[config.mk]
export PLATFORM = sky130hd
export DESIGN_NAME = sbao_div
export DESIGN_NICKNAME = d
export VERILOG_FILES = /design/src/hw/rtl/sbao_pkg.sv /design/src/hw/rtl/sbao_div.sv
export SDC_FILE = /design/constraint.sdc
export NUM_CORES = 1
export LEC_CHECK = 0
export ABC_AREA = 0
export BUFFER_PORTS_ARGS = -buffer_cell sky130_fd_sc_hd__buf_2
export CAP_MARGIN = 20
export CELL_PAD_IN_SITES_DETAIL_PLACEMENT = 1
export CELL_PAD_IN_SITES_GLOBAL_PLACEMENT = 1
export CORE_MARGIN = 5
export CORE_UTILIZATION = 30
export DETAILED_ROUTE_END_ITERATION = 8
export PLACE_DENSITY_LB_ADDON = 0.1
export RECOVER_POWER = 100
export SLEW_MARGIN = 5
export SYNTH_ARGS = -nofsm -noshare
export SYNTH_HDL_FRONTEND = slang
export SYNTH_SLANG_ARGS = --single-unit
[constraint.sdc]
create_clock -name clk_i -period 2.2 [get_ports clk_i]
set_clock_uncertainty 0.05 [all_clocks]
set_input_delay 0.33 -clock clk_i [delete_from_list [all_inputs] [get_ports clk_i]]
set_output_delay 0.33 -clock clk_i [all_outputs]
set_load 0.05 [all_outputs]
[src/hw/rtl/sbao_pkg.sv]
// ----------------------------------------------------------------------------
// sbao_pkg
// Shared constants, types and helpers for the bilinear sample and over blend.
// ----------------------------------------------------------------------------
package sbao_pkg;

  localparam int FRAC_BITS_DEF = 12;
  localparam int REG_W         = 12;
  localparam int IDX_W         = 2;
  localparam logic [REG_W-1:0] DEFAULT_BAND = 12'd8;

  // divider: one entry stage plus one stage per quotient bit
  localparam int QUOT_W   = 8;
  localparam int NUM_W    = 17;
  localparam int DIV_LAT  = QUOT_W + 1;
  // six front stages, divider, output register
  localparam int PIPE_LAT = 6 + DIV_LAT + 1;

  typedef enum logic [IDX_W-1:0] {
    CFG_FRAC_X    = 2'd0,
    CFG_FRAC_Y    = 2'd1,
    CFG_SNAP_BAND = 2'd2
  } cfg_idx_e;

  // x / 255 for x below 65280
  function automatic logic [7:0] div255(input logic [15:0] x);
    logic [16:0] t;
    t = {1'b0, x} + 17'({8'd0, x[15:8]}) + 17'd1;
    return t[15:8];
  endfunction

endpackage

[src/hw/rtl/sbao_div.sv]
// ----------------------------------------------------------------------------
// sbao_div
// Pipelined restoring divider, one quotient bit per stage, saturates at 255.
// ----------------------------------------------------------------------------
module sbao_div (
  input  logic                           clk_i,
  input  logic [sbao_pkg::NUM_W-1:0]     num_i,
  input  logic [sbao_pkg::QUOT_W-1:0]    den_i,
  output logic [sbao_pkg::QUOT_W-1:0]    quot_o
);

  localparam int NW = sbao_pkg::NUM_W;
  localparam int QW = sbao_pkg::QUOT_W;

  logic [NW-1:0] rem_q [QW+1];
  logic [QW-1:0] den_q [QW+1];
  logic [QW-1:0] quo_q [QW+1];
  logic          sat_q [QW+1];

  // entry stage: quotient above 255 is clamped
  always_ff @(posedge clk_i) begin
    rem_q[0] <= num_i;
    den_q[0] <= den_i;
    quo_q[0] <= '0;
    sat_q[0] <= (num_i >= (NW'(den_i) << QW));
  end

  for (genvar k = 0; k < QW; k++) begin : g_stage
    localparam int B = QW - 1 - k;
    logic [NW-1:0] sub;
    logic          take;
    assign sub  = NW'(den_q[k]) << B;
    assign take = rem_q[k] >= sub;
    always_ff @(posedge clk_i) begin
      rem_q[k+1] <= take ? (rem_q[k] - sub) : rem_q[k];
      den_q[k+1] <= den_q[k];
      sat_q[k+1] <= sat_q[k];
      quo_q[k+1] <= quo_q[k] | (take ? (QW'(1) << B) : '0);
    end
  end

  assign quot_o = sat_q[QW] ? {QW{1'b1}} : quo_q[QW];

endmodule

# [Yosys cells after proc, flatten, opt, wreduce, memory -nomap -nowiden]
# Memories as Yosys holds them, arrays and structs flattened.
# Index checks and enable logic that the tools add are counted.
[op_classes] n_mux=17 n_lt_le_gt_ge=9 n_bitwise=8 add_sub_neg=8
[op_table] op="17-bit two-way mux" count=8
[op_table] op="8-bit OR" count=3
[op_table] op="17-bit by 10-bit >= comparator with 1-bit output" count=1
[op_table] op="17-bit by 11-bit >= comparator with 1-bit output" count=1
[op_table] op="17-bit by 12-bit >= comparator with 1-bit output" count=1
[op_table] op="17-bit by 13-bit >= comparator with 1-bit output" count=1
[op_table] op="17-bit by 14-bit >= comparator with 1-bit output" count=1
[op_table] op="17-bit by 15-bit >= comparator with 1-bit output" count=1
[op_table] op="17-bit by 16-bit >= comparator with 1-bit output" count=1
[op_table] op="17-bit by 8-bit >= comparator with 1-bit output" count=1
[op_table] op="17-bit by 9-bit >= comparator with 1-bit output" count=1
[op_table] op="17-bit by 10-bit subtractor with 17-bit output" count=1
[op_table] op="17-bit by 11-bit subtractor with 17-bit output" count=1
[op_table] op="17-bit by 12-bit subtractor with 17-bit output" count=1
[op_table] op="17-bit by 13-bit subtractor with 17-bit output" count=1
[op_table] op="17-bit by 14-bit subtractor with 17-bit output" count=1
[op_table] op="17-bit by 15-bit subtractor with 17-bit output" count=1
[op_table] op="17-bit by 8-bit subtractor with 17-bit output" count=1
[op_table] op="17-bit by 9-bit subtractor with 17-bit output" count=1
[op_table] op="8-bit two-way mux" count=2
[op_table] op="8-bit by 3-bit OR with 8-bit output" count=1
[op_table] op="8-bit by 4-bit OR with 8-bit output" count=1
[op_table] op="8-bit by 5-bit OR with 8-bit output" count=1
[op_table] op="8-bit by 6-bit OR with 8-bit output" count=1
[op_table] op="8 further kinds" count=8
[totals] inputBits=26 output_inout_bits=8 reg_bits=0 mem_bits_rw=306 elab_cells=46 mem_count=4
[memory_table] name="rem_q" words=9 word_bits=17 read_ports=8 rd_ports_with_merged_regs=0 wr=9 line_no="sbao_div.sv:15" source="logic [NW-1:0] rem_q [QW+1];"
[memory_table] name="den_q" words=9 word_bits=8 read_ports=8 rd_ports_with_merged_regs=0 wr=9 line_no="sbao_div.sv:16" source="logic [QW-1:0] den_q [QW+1];"
[memory_table] name="quo_q" words=9 word_bits=8 read_ports=9 rd_ports_with_merged_regs=0 wr=9 line_no="sbao_div.sv:17" source="logic [QW-1:0] quo_q [QW+1];"
[memory_table] name="sat_q" words=9 word_bits=1 read_ports=9 rd_ports_with_merged_regs=0 wr=9 line_no="sbao_div.sv:18" source="logic sat_q [QW+1];"

# [Longest topological paths before layout]
# Gate-level depths: netlist of the first run.
# An unclocked memory read counts as a cell.
[depth] ltp_word=4 mapped_depth=11 depth_no_buf=10

# [Least setup slack after synthesis of the first run]
# Ideal clock, no wire load.
[synth_timing] path_kind="flip-flop to flip-flop" from="memory rem_q[0][39] (netlist name)" to="memory rem_q[0][59] (netlist name)" path_stages_with_launch=11 arrival_ns=2.289 path_buffers=1 slack_ns=-0.267 synth_period_minus_slack_ns=2.467 t_required_ns=2.022 setup_ns=0.128 cell_sequence="dfxtp_1 -> inv_1 -> ha_1 -> inv_1 -> fa_1 -> a21o_1 -> a221oi_1 -> o21ai_1 -> nor2_1 -> clkbuf_1 -> o21ai_1"
[synth_rtl] item="start, declared" line_no="sbao_div.sv:15"

==> impl.org, run 1 <==
** Outcome
- Result of the run :: finished with violations
- Failing checks :: setup timing

** Global routing
- The number of global-route vias before repair was 8,062.
- The initial antenna violation count came to 1.
- Summed over all layers, the global routing overflow is 0.
- Largest net degree at the start of global routing :: 15
- Global-route wire length before repair :: 40,400 um
- Total GRT Usage :: 14.0%

** Worst setup path
- For this run, the slowest stage of the critical path takes 490 ps.
- Critical Path Source :: den_q[0][30]$_DFF_P_
- The worst register-to-register path ends at rem_q[0][84]$_DFF_P_.
- Worst-path cell chain :: inv_2 -> ha_4 -> nand4_1 -> or4_4 -> o211ai_1 -> buf_4 -> nor2b_4 -> nand4b_1 -> xnor2_1
- STA puts the critical path data arrival time at 2700 ps.
- In this run the number of cells on the critical path is 9.
- The number of buffers and inverters on the critical path is 2.
- Source of the worst register-to-register timing path :: den_q[0][30]$_DFF_P_
- CP delay by family, top :: simple AND/OR/NAND/NOR gates
- Endpoint type of the worst setup path :: flip-flop
- The critical path is of the reg2reg type.
- The worst register-to-register path has a setup slack of -100 ps.
- Of all nets on the critical path, the largest fanout is 7.
- Among all stages on the critical path, the largest delay is contributed by sky130_fd_sc_hd__or4_4.
- Worst-case reg-to-reg path depth :: 9
- CP Data Required Time :: 2600 ps
- The critical path ends at rem_q[0][84]$_DFF_P_.
- Critical path launch point type :: flip-flop

** Timing
- Setup violations remaining at the end of the flow were counted as 34.
- Derived from the worst setup path, the maximum achievable clock frequency is 0.436 GHz.
- Setup repair after global routing could not meet its margin everywhere.
- Of the available clock period, the critical path in the final layout requires 104%.
- After layout, the minimum clock period comes to 2300 ps.
- Worst Tran Pin Value :: 668 ps
- Slew margin rel. :: 55.3%
- Slew Limit Fails :: 0
- In the post-route analysis, the smallest setup slack over all paths is -95.2 ps.
- The number of hold violations in the final report is 0.

** Layout
- From synthesis to final layout, the design area changed by 43.8%.
- Net count reported at finish :: 1,283
- Count of inserted antenna diode cells :: 0
- With fillers left out, the area of the finished cells amounts to 0.0136 mm2.
- Share of layout cells above drive strength 1 :: 34.8%
- Leaving out filler cells and counting taps, the final layout contains 1,599.

** Yosys
- By area the synthesized netlist is led by sky130_fd_sc_hd__dfxtp_1, sky130_fd_sc_hd__ha_1, sky130_fd_sc_hd__inv_1.
- Summed over all instances, the cell type with the most area after synthesis is sky130_fd_sc_hd__dfxtp_1.
- After synthesis the cells add up to 0.00945 mm2.
- The average instance in the mapped netlist occupies 10.2 um2.
- Number of synthesized flops with an enable pin :: 0
- After Yosys synthesis, full adders, half adders and majority gates account for 11.0% of the synthesized area.
- Most used DFF post-synth :: sky130_fd_sc_hd__dfxtp_1
- Synthesis inferred 245 register bits.
- Synth Area in XOR/XNOR :: 5.19%
- Post-synth top area share :: 51.9%
- The Yosys step of the flow raised 0 warnings.
- The number of nets in the synthesized netlist is 1,031.
- Dominant cell by count in the synthesized netlist :: sky130_fd_sc_hd__dfxtp_1
- The cell count after synthesis came out at 926.
- Main combinational cell family by area after synthesis :: simple AND/OR/NAND/NOR gates
- Simple-gate area share of the yosys netlist :: 13.7%
- Post-synth ARST share :: 0%
- Post-synth cell types :: 60
- Top cells by instance count after synthesis :: sky130_fd_sc_hd__dfxtp_1, sky130_fd_sc_hd__inv_1, sky130_fd_sc_hd__ha_1
- Complex-gate fraction of the synthesized area :: 12.1%
- Of the synthesized area, sequential elements account for 51.9%.
- After synthesis, the share of cell area in mux cells is 1.93%.

** Power and ir drop
- Part of the power in the clock network :: 26.2%
- In this run switching power makes up 32.6% of total power.
- Sequential cells account for 36.2% of the total power.
- Switching component of the power :: 5.59 mW
- Pwr per Cell Area :: 1260 mW/mm2
- Maximum vdd ir drop :: 0.521 mV
- Summed over all cells, the static leakage comes to 5.90 nW.
- In this run, the combinational gates consume 37.6% of the power.
- Cell internal power was estimated by the tool at 11.6 mW.

** Placed design
- Detailed placement HPWL :: 18,800 um
- Port buffering added 33 buffers.
- Dpl cells :: 1,500
- Post-placement cell area :: 0.0113 mm2
- RePlAce Congestion :: 0.797

** Routing
- Wire length per cell :: 15.4 um
- Summed over all layers, the routed wires come to 24,600 um.
- Count of nets left with antenna violations after detail routing :: 0
- Per-cell via count in the routed design :: 4.53
- In this run, the number of DRC markers left after iteration 0 of detailed routing was 155.
- The first TritonRoute pass finished after 4 iterations.
- Total DRC errors in the routed layout :: 0
- Across all layers, the routed design uses 7,248 vias.

** CTS
- Clock tree synthesis inserted a total of 28 buffers.
- The longest clock path from root to sink contains 3 buffers.
- In this run the number of H-tree levels came out at 1.
- Source-to-sink clock delay at the later pin of the worst-skew pair :: 540 ps
- Clock root cell :: sky130_fd_sc_hd__clkbuf_16
- Sinks on Clock Net :: 245
- Clk pin slew, worst setup/hold paths :: 60 ps
- TritonCTS built the clock tree.

** Die
- Initial Utilization :: 30.2%
- The floorplan step defined a die boundary enclosing 0.0352 mm2.
- Floorplan die height :: 187 um
- During I/O placement, the number of pins put on the boundary was 34.
- Core Region :: 0.0313 mm2
- In this run the horizontal extent of the chip is 187 um.
- Number of cell rows :: 65

** Hold path
- Worst Hold Class :: reg2reg

** Job
- Number of max-cap violations :: 0
final cells by class:
class	count	area, um2
Clock buffer	36	781
Clock inverter	13	131
Fill cell	3434	17700
Inverter	92	355
Multi-Input combinational cell	580	5130
Sequential cell	245	4920
Tap cell	402	503
Timing Repair Buffer	231	1770
logic make-up (layout without fill, tap and decap cells):
logic type               Yosys count  in the layout
AND/OR/NAND/NOR                  249            250
adder cells (fa/ha/maj)           79             79
AO/OA/AOI/OAI                    178            178
flip-flops                       245            245
buffers and inverters            102            372
XOR/XNOR                          56             56
multiplexers                      17             17
per-stage QoR:
stage / power, mW / util, % / TNS (ps) / setup WS [ps] / hold slack, ps
3_3_place_gp: 11.5 / 36.0 / -10260 / -558 / 260
6_report: 17.2 / 43.4 / -1300 / -95.2 / 273
4_1_cts: 16.9 / 42.0 / -1740 / -127 / 274
5_1_grt: 18.3 / 43.4 / -9330 / -191 / 275
2_1_floorplan: 9.33 / - / 0 / 2.26 / 260
3_5_place_dp: 11.6 / 36.0 / -10930 / -553 / 263
worst reg2reg max path, delay by kind of cell, from the launching register on:
kind                     cells  cell delay [ps]
adder cells (fa/ha/maj)      1              270
XOR/XNOR                     1              210
buffers and inverters        2              210
flip-flops                   1              350
AO/OA/AOI/OAI                1              230
AND/OR/NAND/NOR              4              900
worst min-delay path by stage:
stage	start	to	slack, ps	cells after the start
2_1_floorplan	quo_q[0][15]$_DFF_P_	quo_q[0][23]$_DFF_P_	260	0
3_3_place_gp	quo_q[1][14]$_DFF_P_	quo_q[1][22]$_DFF_P_	260	0
3_5_place_dp	quo_q[1][14]$_DFF_P_	quo_q[1][22]$_DFF_P_	260	0
4_1_cts	quo_q[1][14]$_DFF_P_	quo_q[1][22]$_DFF_P_	270	0
5_1_grt	quo_q[1][14]$_DFF_P_	quo_q[1][22]$_DFF_P_	280	0
6_report	quo_q[1][14]$_DFF_P_	quo_q[1][22]$_DFF_P_	270	0
power groups by stage:
stage	Combinational, mW	Sequential [mW]	Clock [mW]
6_report	6.45	6.21	4.49
3_3_place_gp	5.29	6.21	0
5_1_grt	7.12	6.35	4.86
4_1_cts	6.04	6.17	4.68
3_5_place_dp	5.35	6.21	0
2_1_floorplan	3.35	5.98	0
repair_timing:
item,4_1_cts,5_1_grt
buffers inserted,17,8
pin swaps,46,55
cloned,2,1
hold buffers,25,0
setup endpoints to repair,75,85
hold endpoints to repair,25,0
resized for setup,138,122
layout by cell type (no fill, tap or decap), types with 8 or more instances in the layout:
master / n
sky130_fd_sc_hd__clkbuf_1: 28
sky130_fd_sc_hd__inv_1: 74
sky130_fd_sc_hd__dlygate4sd3_1: 25
sky130_fd_sc_hd__nor3_1: 16
sky130_fd_sc_hd__a21oi_1: 39
sky130_fd_sc_hd__clkbuf_2: 11
sky130_fd_sc_hd__dfxtp_2: 11
sky130_fd_sc_hd__o21ai_0: 18
sky130_fd_sc_hd__nand2_2: 12
sky130_fd_sc_hd__ha_4: 14
sky130_fd_sc_hd__clkbuf_4: 8
sky130_fd_sc_hd__a21oi_2: 15
sky130_fd_sc_hd__buf_6: 20
sky130_fd_sc_hd__nor2_1: 53
sky130_fd_sc_hd__o21a_1: 17
sky130_fd_sc_hd__dfxtp_1: 234
sky130_fd_sc_hd__clkinv_2: 8
sky130_fd_sc_hd__o21ai_2: 8
sky130_fd_sc_hd__or2_2: 10
sky130_fd_sc_hd__nor2b_1: 12
sky130_fd_sc_hd__inv_2: 16
sky130_fd_sc_hd__nor2_4: 11
sky130_fd_sc_hd__a21o_1: 12
sky130_fd_sc_hd__clkbuf_16: 28
sky130_fd_sc_hd__xor2_1: 28
sky130_fd_sc_hd__nand4_1: 8
sky130_fd_sc_hd__o21ai_1: 15
sky130_fd_sc_hd__nand2_1: 32
sky130_fd_sc_hd__xnor2_1: 27
sky130_fd_sc_hd__ha_1: 57
sky130_fd_sc_hd__nand2b_1: 10
sky130_fd_sc_hd__nand3_1: 8
sky130_fd_sc_hd__buf_4: 134
state kept, by name, indices dropped and copies added, names as in the netlist:
| register | flops |
|---|---|
| rem_q | 136 |
| den_q | 64 |
| quo_q | 36 |
| sat_q | 9 |
layer usage:
layer / vias to the layer above / wire length (um) / track usage (%)
met5: - / 0 / 0
met4: 0 / 875 / 5.19
met3: 49 / 718 / 2.35
met2: 79 / 13800 / 28.5
met1: 3432 / 9150 / 13.9
li1: 3688 / - / -
No activity file was read; power rests on OpenSTA's default activity.
==> run 2, diff against run 1 <==
Settings changed: BUFFER_PORTS_ARGS -buffer_cell sky130_fd_sc_hd__buf_2 to default, DONT_BUFFER_PORTS from default to 1.
==> impl.org, run 2 (same netlist as run 1, synthesis figures left out) <==
** Routing
- Total routed wire length on the met1 layer :: 9330 um
- After the first detailed-routing iteration, the DRC count stood at 136.
- Count of nets left with antenna violations after detail routing :: 0
- Summed over all layers, the routed wires come to 25,000 um.
- Total via count in the routed design :: 7,184
- Dividing the detail-routed wire length by the instance count gives 16.0 um.
- Summed over all nets, wire length on met3 after detailed routing comes to 705 um.
- After detailed routing, the number of remaining DRC violations is 0.
- Uppermost layer routed :: met4
- Per-cell via count in the routed design :: 4.59
- Met2 wirelength from detailed routing :: 14,100 um
- The first detailed-routing pass took 4 iterations.

** Global routing
- Global-route wire length before repair :: 39,500 um
- Total GRT Usage :: 13.7%
- Entering global routing, the biggest net connects 15 pins.
- For this run the aggregate overflow at the end of global routing stands at 0.
- Vias in the first global route :: 7,834
- The initial antenna violation count was 0.

** Worst setup path
- Along the worst path, the maximum fanout reaches 5.
- STA puts the critical path data arrival time at 2660 ps.
- Worst-case reg-to-reg path depth :: 8
- STA puts the critical path data required time at 2570 ps.
- Worst flop-to-flop path endpoint :: rem_q[0][45]$_DFF_P_
- Critical path launch point type :: flip-flop
- The worst setup path is of the reg2reg kind.
- Source of the worst register-to-register timing path :: den_q[0][11]$_DFF_P_
- Slack of the worst reg-to-reg path :: -100 ps
- Endpoint type of the worst setup path :: flip-flop

** Outcome
- Failing checks :: setup timing
- The run finished, with violations left.

** Hold path
- The worst hold path passes through 3 cells.
- The worst hold path belongs to the class in2reg.
- The worst hold path begins at num_i[15].
- Hold-critical path endpoint :: sat_q[0][0]$_DFF_P_

** Timing
- Hold Worst Slack :: 35.7 ps
- For this run, the top clock speed supported by timing is 0.435 GHz.
- Min Tclk post-route :: 2300 ps
- In the post-route analysis, the smallest setup slack over all paths is -96.8 ps.
- The number of pins exceeding their max-slew limit in the final report was 0.
- Worst Tran Pin Value :: 790 ps
- Fraction of the cycle the final worst path needs :: 104%
- Unrepaired setup endpoints after global routing :: yes
- In this run the tightest slew margin relative to its limit is 47.3%.
- Setup violations remaining at the end of the flow were counted as 47.
- The number of hold violations in the final report came to 0.
- Summed negative setup slack over all endpoints :: -1450 ps

** Power and ir drop
- Per report_power, the combinational group accounts for 37.4% of the total.
- Pwr per Cell Area :: 1300 mW/mm2
- Static power due to leakage :: 5.87 nW
- Part of the power in the clock network :: 27.5%
- The worst-case IR drop observed on VDD is 0.612 mV.
- Seq pwr share :: 35.2%
- Cell internal power dissipation :: 12.0 mW
- Net switching is 31.9% of the power.
- Switching component of the power :: 5.65 mW

** Placed design
- Summing all placed instances gives a cell area of 0.0111 mm2.
- RePlAce Congestion :: 0.813
- The count of buffers added on input and output ports is 0.
- Detailed placement HPWL :: 18,700 um

** CTS
- TritonCTS built the clock tree.
- Clock root cell :: sky130_fd_sc_hd__clkbuf_16
- CTS built an H-tree with a depth of 1.
- Number of buffers created by CTS :: 27
- Clk pin slew, worst setup/hold paths :: 60 ps
- Largest buffer count on any clock path :: 3
- Clock latency on the worst-skew pair, taken at its later pin, is 540 ps.
- Sinks on Clock Net :: 245

** Layout
- Area growth, synth to finish :: 44.5%
- In the final design database the tool counted 1,251 nets.
- Top register by number of flip-flops :: rem_q
- The library cell used most frequently in the layout, excluding fill and tap cells, is sky130_fd_sc_hd__dfxtp_1.
- Leaving out fill and tap cells, the most frequent cells in the layout are sky130_fd_sc_hd__dfxtp_1, sky130_fd_sc_hd__buf_4, sky130_fd_sc_hd__inv_1.
- Cells with a size suffix above 1 make up 35.1% of the layout.
- Top flop regs :: rem_q (136), den_q (64), quo_q (36)
- Fill cells in the final layout number 3,417.
- Count of inserted antenna diode cells :: 0
- Flip-flop count of the largest register after layout :: 136
- After routing the design area is 0.0137 mm2.

** Die
- Initial Utilization :: 30.2%
- Core Region :: 0.0313 mm2
- Row generation in the floorplan step produced 65 rows.
- In this run the vertical extent of the chip is 187 um.
- Die outline area :: 0.0352 mm2
- Overall die width :: 187 um
- In this run the count of I/O pins placed on the die edge is 34.

** Job
- Number of max-cap violations :: 0
run 2: cell type report:
class / count / area, um2 / area share [%]
inverter: 92 / 358 / 2.62
multi-input combinational: 580 / 5220 / 38.2
clock inverter: 9 / 190 / 1.39
timing repair buffer: 200 / 1690 / 12.3
tap: 402 / 503 / 3.68
clock buffer: 38 / 787 / 5.76
sequential: 245 / 4920 / 36.0
run 2: how the worst max path moves through the flow:
stage / from / slack (ps) / endpoint / depth (start not counted)
6_report: den_q[0][11]$_DFF_P_ / -100 / rem_q[0][45]$_DFF_P_ / 8
5_1_grt: rem_q[0][87]$_DFF_P_ / -210 / rem_q[0][114]$_DFF_P_ / 10
4_1_cts: den_q[0][11]$_DFF_P_ / -160 / rem_q[0][45]$_DFF_P_ / 7
3_5_place_dp: den_q[0][11]$_DFF_P_ / -490 / rem_q[0][45]$_DFF_P_ / 7
3_3_place_gp: den_q[0][11]$_DFF_P_ / -480 / rem_q[0][45]$_DFF_P_ / 7
2_1_floorplan: den_q[0][7]$_DFF_P_ / 2 / rem_q[0][28]$_DFF_P_ / 8
run 2: per-layer routing:
layer  vias up  GRT usage, %
met4         0          4.80
met1      3439          13.8
met2        66          27.7
met5         -             0
met3        46          2.38
li1       3633             -
run 2: worst max-delay path, cell delays in order, from the launching register on:
cell and delay (ps):
sky130_fd_sc_hd__dfxtp_2 330, sky130_fd_sc_hd__inv_2 40, sky130_fd_sc_hd__ha_4 270, sky130_fd_sc_hd__nor4b_4 200, sky130_fd_sc_hd__nand4_1 120, sky130_fd_sc_hd__or4b_4 530, sky130_fd_sc_hd__o2111ai_4 140, sky130_fd_sc_hd__buf_6 170
sky130_fd_sc_hd__mux2_4 310
run 2: repair_timing:
action	CTS	global route
endpoints found under the hold margin	26	0
gates resized for setup	115	156
cloned	1	2
pin swaps	39	67
hold buffers	25	0
endpoints found under the setup margin	83	89
setup buffers	14	22
run 2: stage by stage:
step	std cells	total power, mW	setup WS, ps	util, %
2_1_floorplan	926	9.33	2.26	-
3_3_place_gp	1458	11.5	-479	35.3
3_5_place_dp	1458	11.5	-489	35.3
4_1_cts	1542	17.1	-155	41.1
5_1_grt	1566	18.9	-211	43.6
6_report	1566	17.7	-96.8	43.6
run 2: power groups by stage:
stage	Sequential [mW]	Clock [mW]	Combinational, mW
final	6.22	4.86	6.62
after global routing	6.37	5.22	7.31
after CTS	6.17	5.05	5.92
after detailed placement	6.21	0	5.32
after global placement	6.21	0	5.26
after floorplan	5.98	0	3.35
==> run 3, diff against run 2 <==
Settings changed: CTS_BUF_LIST from default to sky130_fd_sc_hd__clkbuf_8.
==> impl.org, run 3 (same netlist as run 1, synthesis figures left out) <==
** Die
- Floorplan die height :: 187 um
- Core Region :: 0.0313 mm2
- Number of cell rows :: 65
- I/O pin count :: 34
- Die outline area :: 0.0352 mm2
- The die is 187 um wide.
- For this configuration, the core starts out at a cell density of 30.2%.

** Worst setup path
- Critical path launch point type :: flip-flop
- On the worst path, the slowest cell contributes a delay of 480 ps.
- CP Data Required Time :: 2580 ps
- By startpoint and endpoint, the worst setup path is classified as reg2reg.
- Endpoint type of the worst setup path :: flip-flop
- Number of buffer and inverter instances along the worst setup path :: 3
- The worst register-to-register path has a setup slack of -120 ps.
- Crit Path Max Fanout :: 4
- Crit path DAT :: 2710 ps
- For this design, the slowest cell found on the critical path is sky130_fd_sc_hd__or4_4.
- The signal on the critical path passes through inv_2 -> ha_4 -> nand2_2 -> or4_4 -> o211ai_1 -> buf_4 -> nor2b_4 -> buf_6 -> nand4b_1 -> xnor2_2.
- CP delay by family, top :: simple AND/OR/NAND/NOR gates

** Timing
- Unrepaired setup endpoints after global routing :: yes
- Final worst-path setup slack :: -123 ps
- Headroom to the max-slew limit came out at 47.2%.
- For the finished layout, the period the worst path requires is 2320 ps.
- Fraction of the cycle the final worst path needs :: 106%
- Summed negative setup slack over all endpoints :: -1580 ps
- Final setup violation count :: 46
- Final Hold Viols :: 0
- Slew Limit Fails :: 0
- For the pin with the worst max-slew slack, the measured transition is 792 ps.
- Based on the critical path, the design can be clocked at up to 0.430 GHz.

** Layout
- The largest registers in the layout are rem_q (136), den_q (64), quo_q (36).
- The top cell types in the final layout, fill and taps aside, are sky130_fd_sc_hd__dfxtp_1, sky130_fd_sc_hd__buf_4, sky130_fd_sc_hd__inv_1.
- Net count reported at finish :: 1,267
- Most common cell after layout, fill and taps aside :: sky130_fd_sc_hd__dfxtp_1
- The area growth from synthesis to layout is 42.4%.
- Cells with a size suffix above 1 make up 34.8% of the layout.
- The register with the most flip-flops in the final layout is rem_q.
- Count of inserted antenna diode cells :: 0
- Count of filler cells inserted in the layout :: 3,447
- Flip-flop count of the largest register after layout :: 136

** Power and ir drop
- IR analysis of the VDD net gives a maximum drop of 0.462 mV.
- In this run the power density over the cells is 1260 mW/mm2.
- Static power due to leakage :: 5.89 nW
- Power comes to 17.0 mW.

** Routing
- The first routing iteration left 188 violations.
- Wire length per cell :: 15.5 um
- The count of nets left with antenna violations once routing finished came out at 0.
- Wires add up to 24,800 um.
- Total DRC errors in the routed layout :: 0
- In the routed layout, each cell is associated on average with a via count of 4.53.
- Length of the first detailed-routing pass in iterations :: 4
- The routed layout has 7,240 vias.

** Job
- Across the run, the number of max-cap violations was 0.

** CTS
- Clock root cell :: sky130_fd_sc_hd__clkbuf_8
- Source-to-sink clock delay at the later pin of the worst-skew pair :: 560 ps
- Clock-pin slew was measured on the worst setup and hold paths at 60 ps.
- Largest buffer count on any clock path :: 3
- Sinks on Clock Net :: 245
- H-Tree Level Count :: 2
- TritonCTS built the clock tree.
- Buffers inserted during clock tree synthesis total 43.

** Global routing
- Global-route wire length before repair :: 39,900 um
- Vias in the first global route :: 7,884
- The initial antenna violation count came to 0.
- For this run the aggregate overflow at the end of global routing stands at 0.
- Largest net degree at the start of global routing :: 14
- Global routing consumed, over all layers together, 13.9% of the routing resources.

** Hold path
- Worst Hold Class :: in2reg

** Placed design
- Summed over all nets, the half-perimeter wirelength after detailed placement is 18,700 um.
- Number of port buffers :: 0
- At the end of routability-driven placement, the weighted congestion stood at 0.813.

** Outcome
- The final reports fail on setup timing.
- Result of the run :: finished with violations
run 3: path summary, 6_finish.rpt:
| path | from | endpoint | cells past startpoint |
|---|---|---|---|
| max reg2reg | den_q[0][27]$_DFF_P_ | rem_q[0][84]$_DFF_P_ | 10 |
| min reg2reg | quo_q[0][23]$_DFF_P_ | quo_q[0][31]$_DFF_P_ | 0 |
| max | den_q[0][27]$_DFF_P_ | rem_q[0][84]$_DFF_P_ | 10 |
| min | num_i[15] | sat_q[0][0]$_DFF_P_ | 3 |
run 3: layout make-up:
cell class / count / area, um2 / share of cell area, %
well taps: 402 / 503 / 3.74
inverters: 92 / 353 / 2.62
flip-flops and latches: 245 / 4920 / 36.5
repair buffers: 200 / 1690 / 12.6
multi-input cells: 580 / 5110 / 37.9
clock buffers: 50 / 688 / 5.11
clock inverters: 28 / 199 / 1.48
run 3: per-layer routing:
metal | GRT usage, % | wire length [um] | vias up | part of all wire, %
met4 | 4.60 | 624 | 0 | 2.5
met1 | 14.1 | 9350 | 3455 | 38
met5 | 0 | 0 | - | 0
met2 | 28.3 | 14100 | 76 | 57
li1 | - | - | 3666 | -
met3 | 2.62 | 686 | 43 | 2.8
run 3: power by group:
group	total (mW)	internal, mW	switching (mW)
sequential	6.21	5.46	0.753
combinational	6.58	3.52	3.05
clock	4.23	2.34	1.88
total	17.0	11.3	5.69
run 3: metrics by stage:
| stage | cell area (um2) | hold slack, ps | util (%) | worst slack (ps) | std cells |
|---|---|---|---|---|---|
| 6_report | 13500 | 36.7 | 43.0 | -123 | 1597 |
| 5_1_grt | 13500 | 76.6 | 43.0 | -217 | 1597 |
| 4_1_cts | 12900 | 7.17 | 41.2 | -133 | 1579 |
| 3_5_place_dp | 11100 | 263 | 35.3 | -489 | 1458 |
| 3_3_place_gp | 11100 | 260 | 35.3 | -479 | 1458 |
| 2_1_floorplan | 9520 | 260 | - | 2.26 | 926 |
run 3: repair_timing:
action                                  4_1_cts  5_1_grt
hold buffers                                 25        0
resized for setup                           119      127
hold endpoints to repair                     26        0
pin swaps                                    38       59
endpoints found under the setup margin       86       86
setup buffers                                17       20
cloned                                        2        1
run 3: worst reg2reg max path, cell delays in order, from the launching register on:
cell and delay [ps]:
sky130_fd_sc_hd__dfxtp_1 360, sky130_fd_sc_hd__inv_2 70, sky130_fd_sc_hd__ha_4 270, sky130_fd_sc_hd__nand2_2 50, sky130_fd_sc_hd__or4_4 480, sky130_fd_sc_hd__o211ai_1 230
sky130_fd_sc_hd__buf_4 160, sky130_fd_sc_hd__nor2b_4 40, sky130_fd_sc_hd__buf_6 120, sky130_fd_sc_hd__nand4b_1 210, sky130_fd_sc_hd__xnor2_2 180
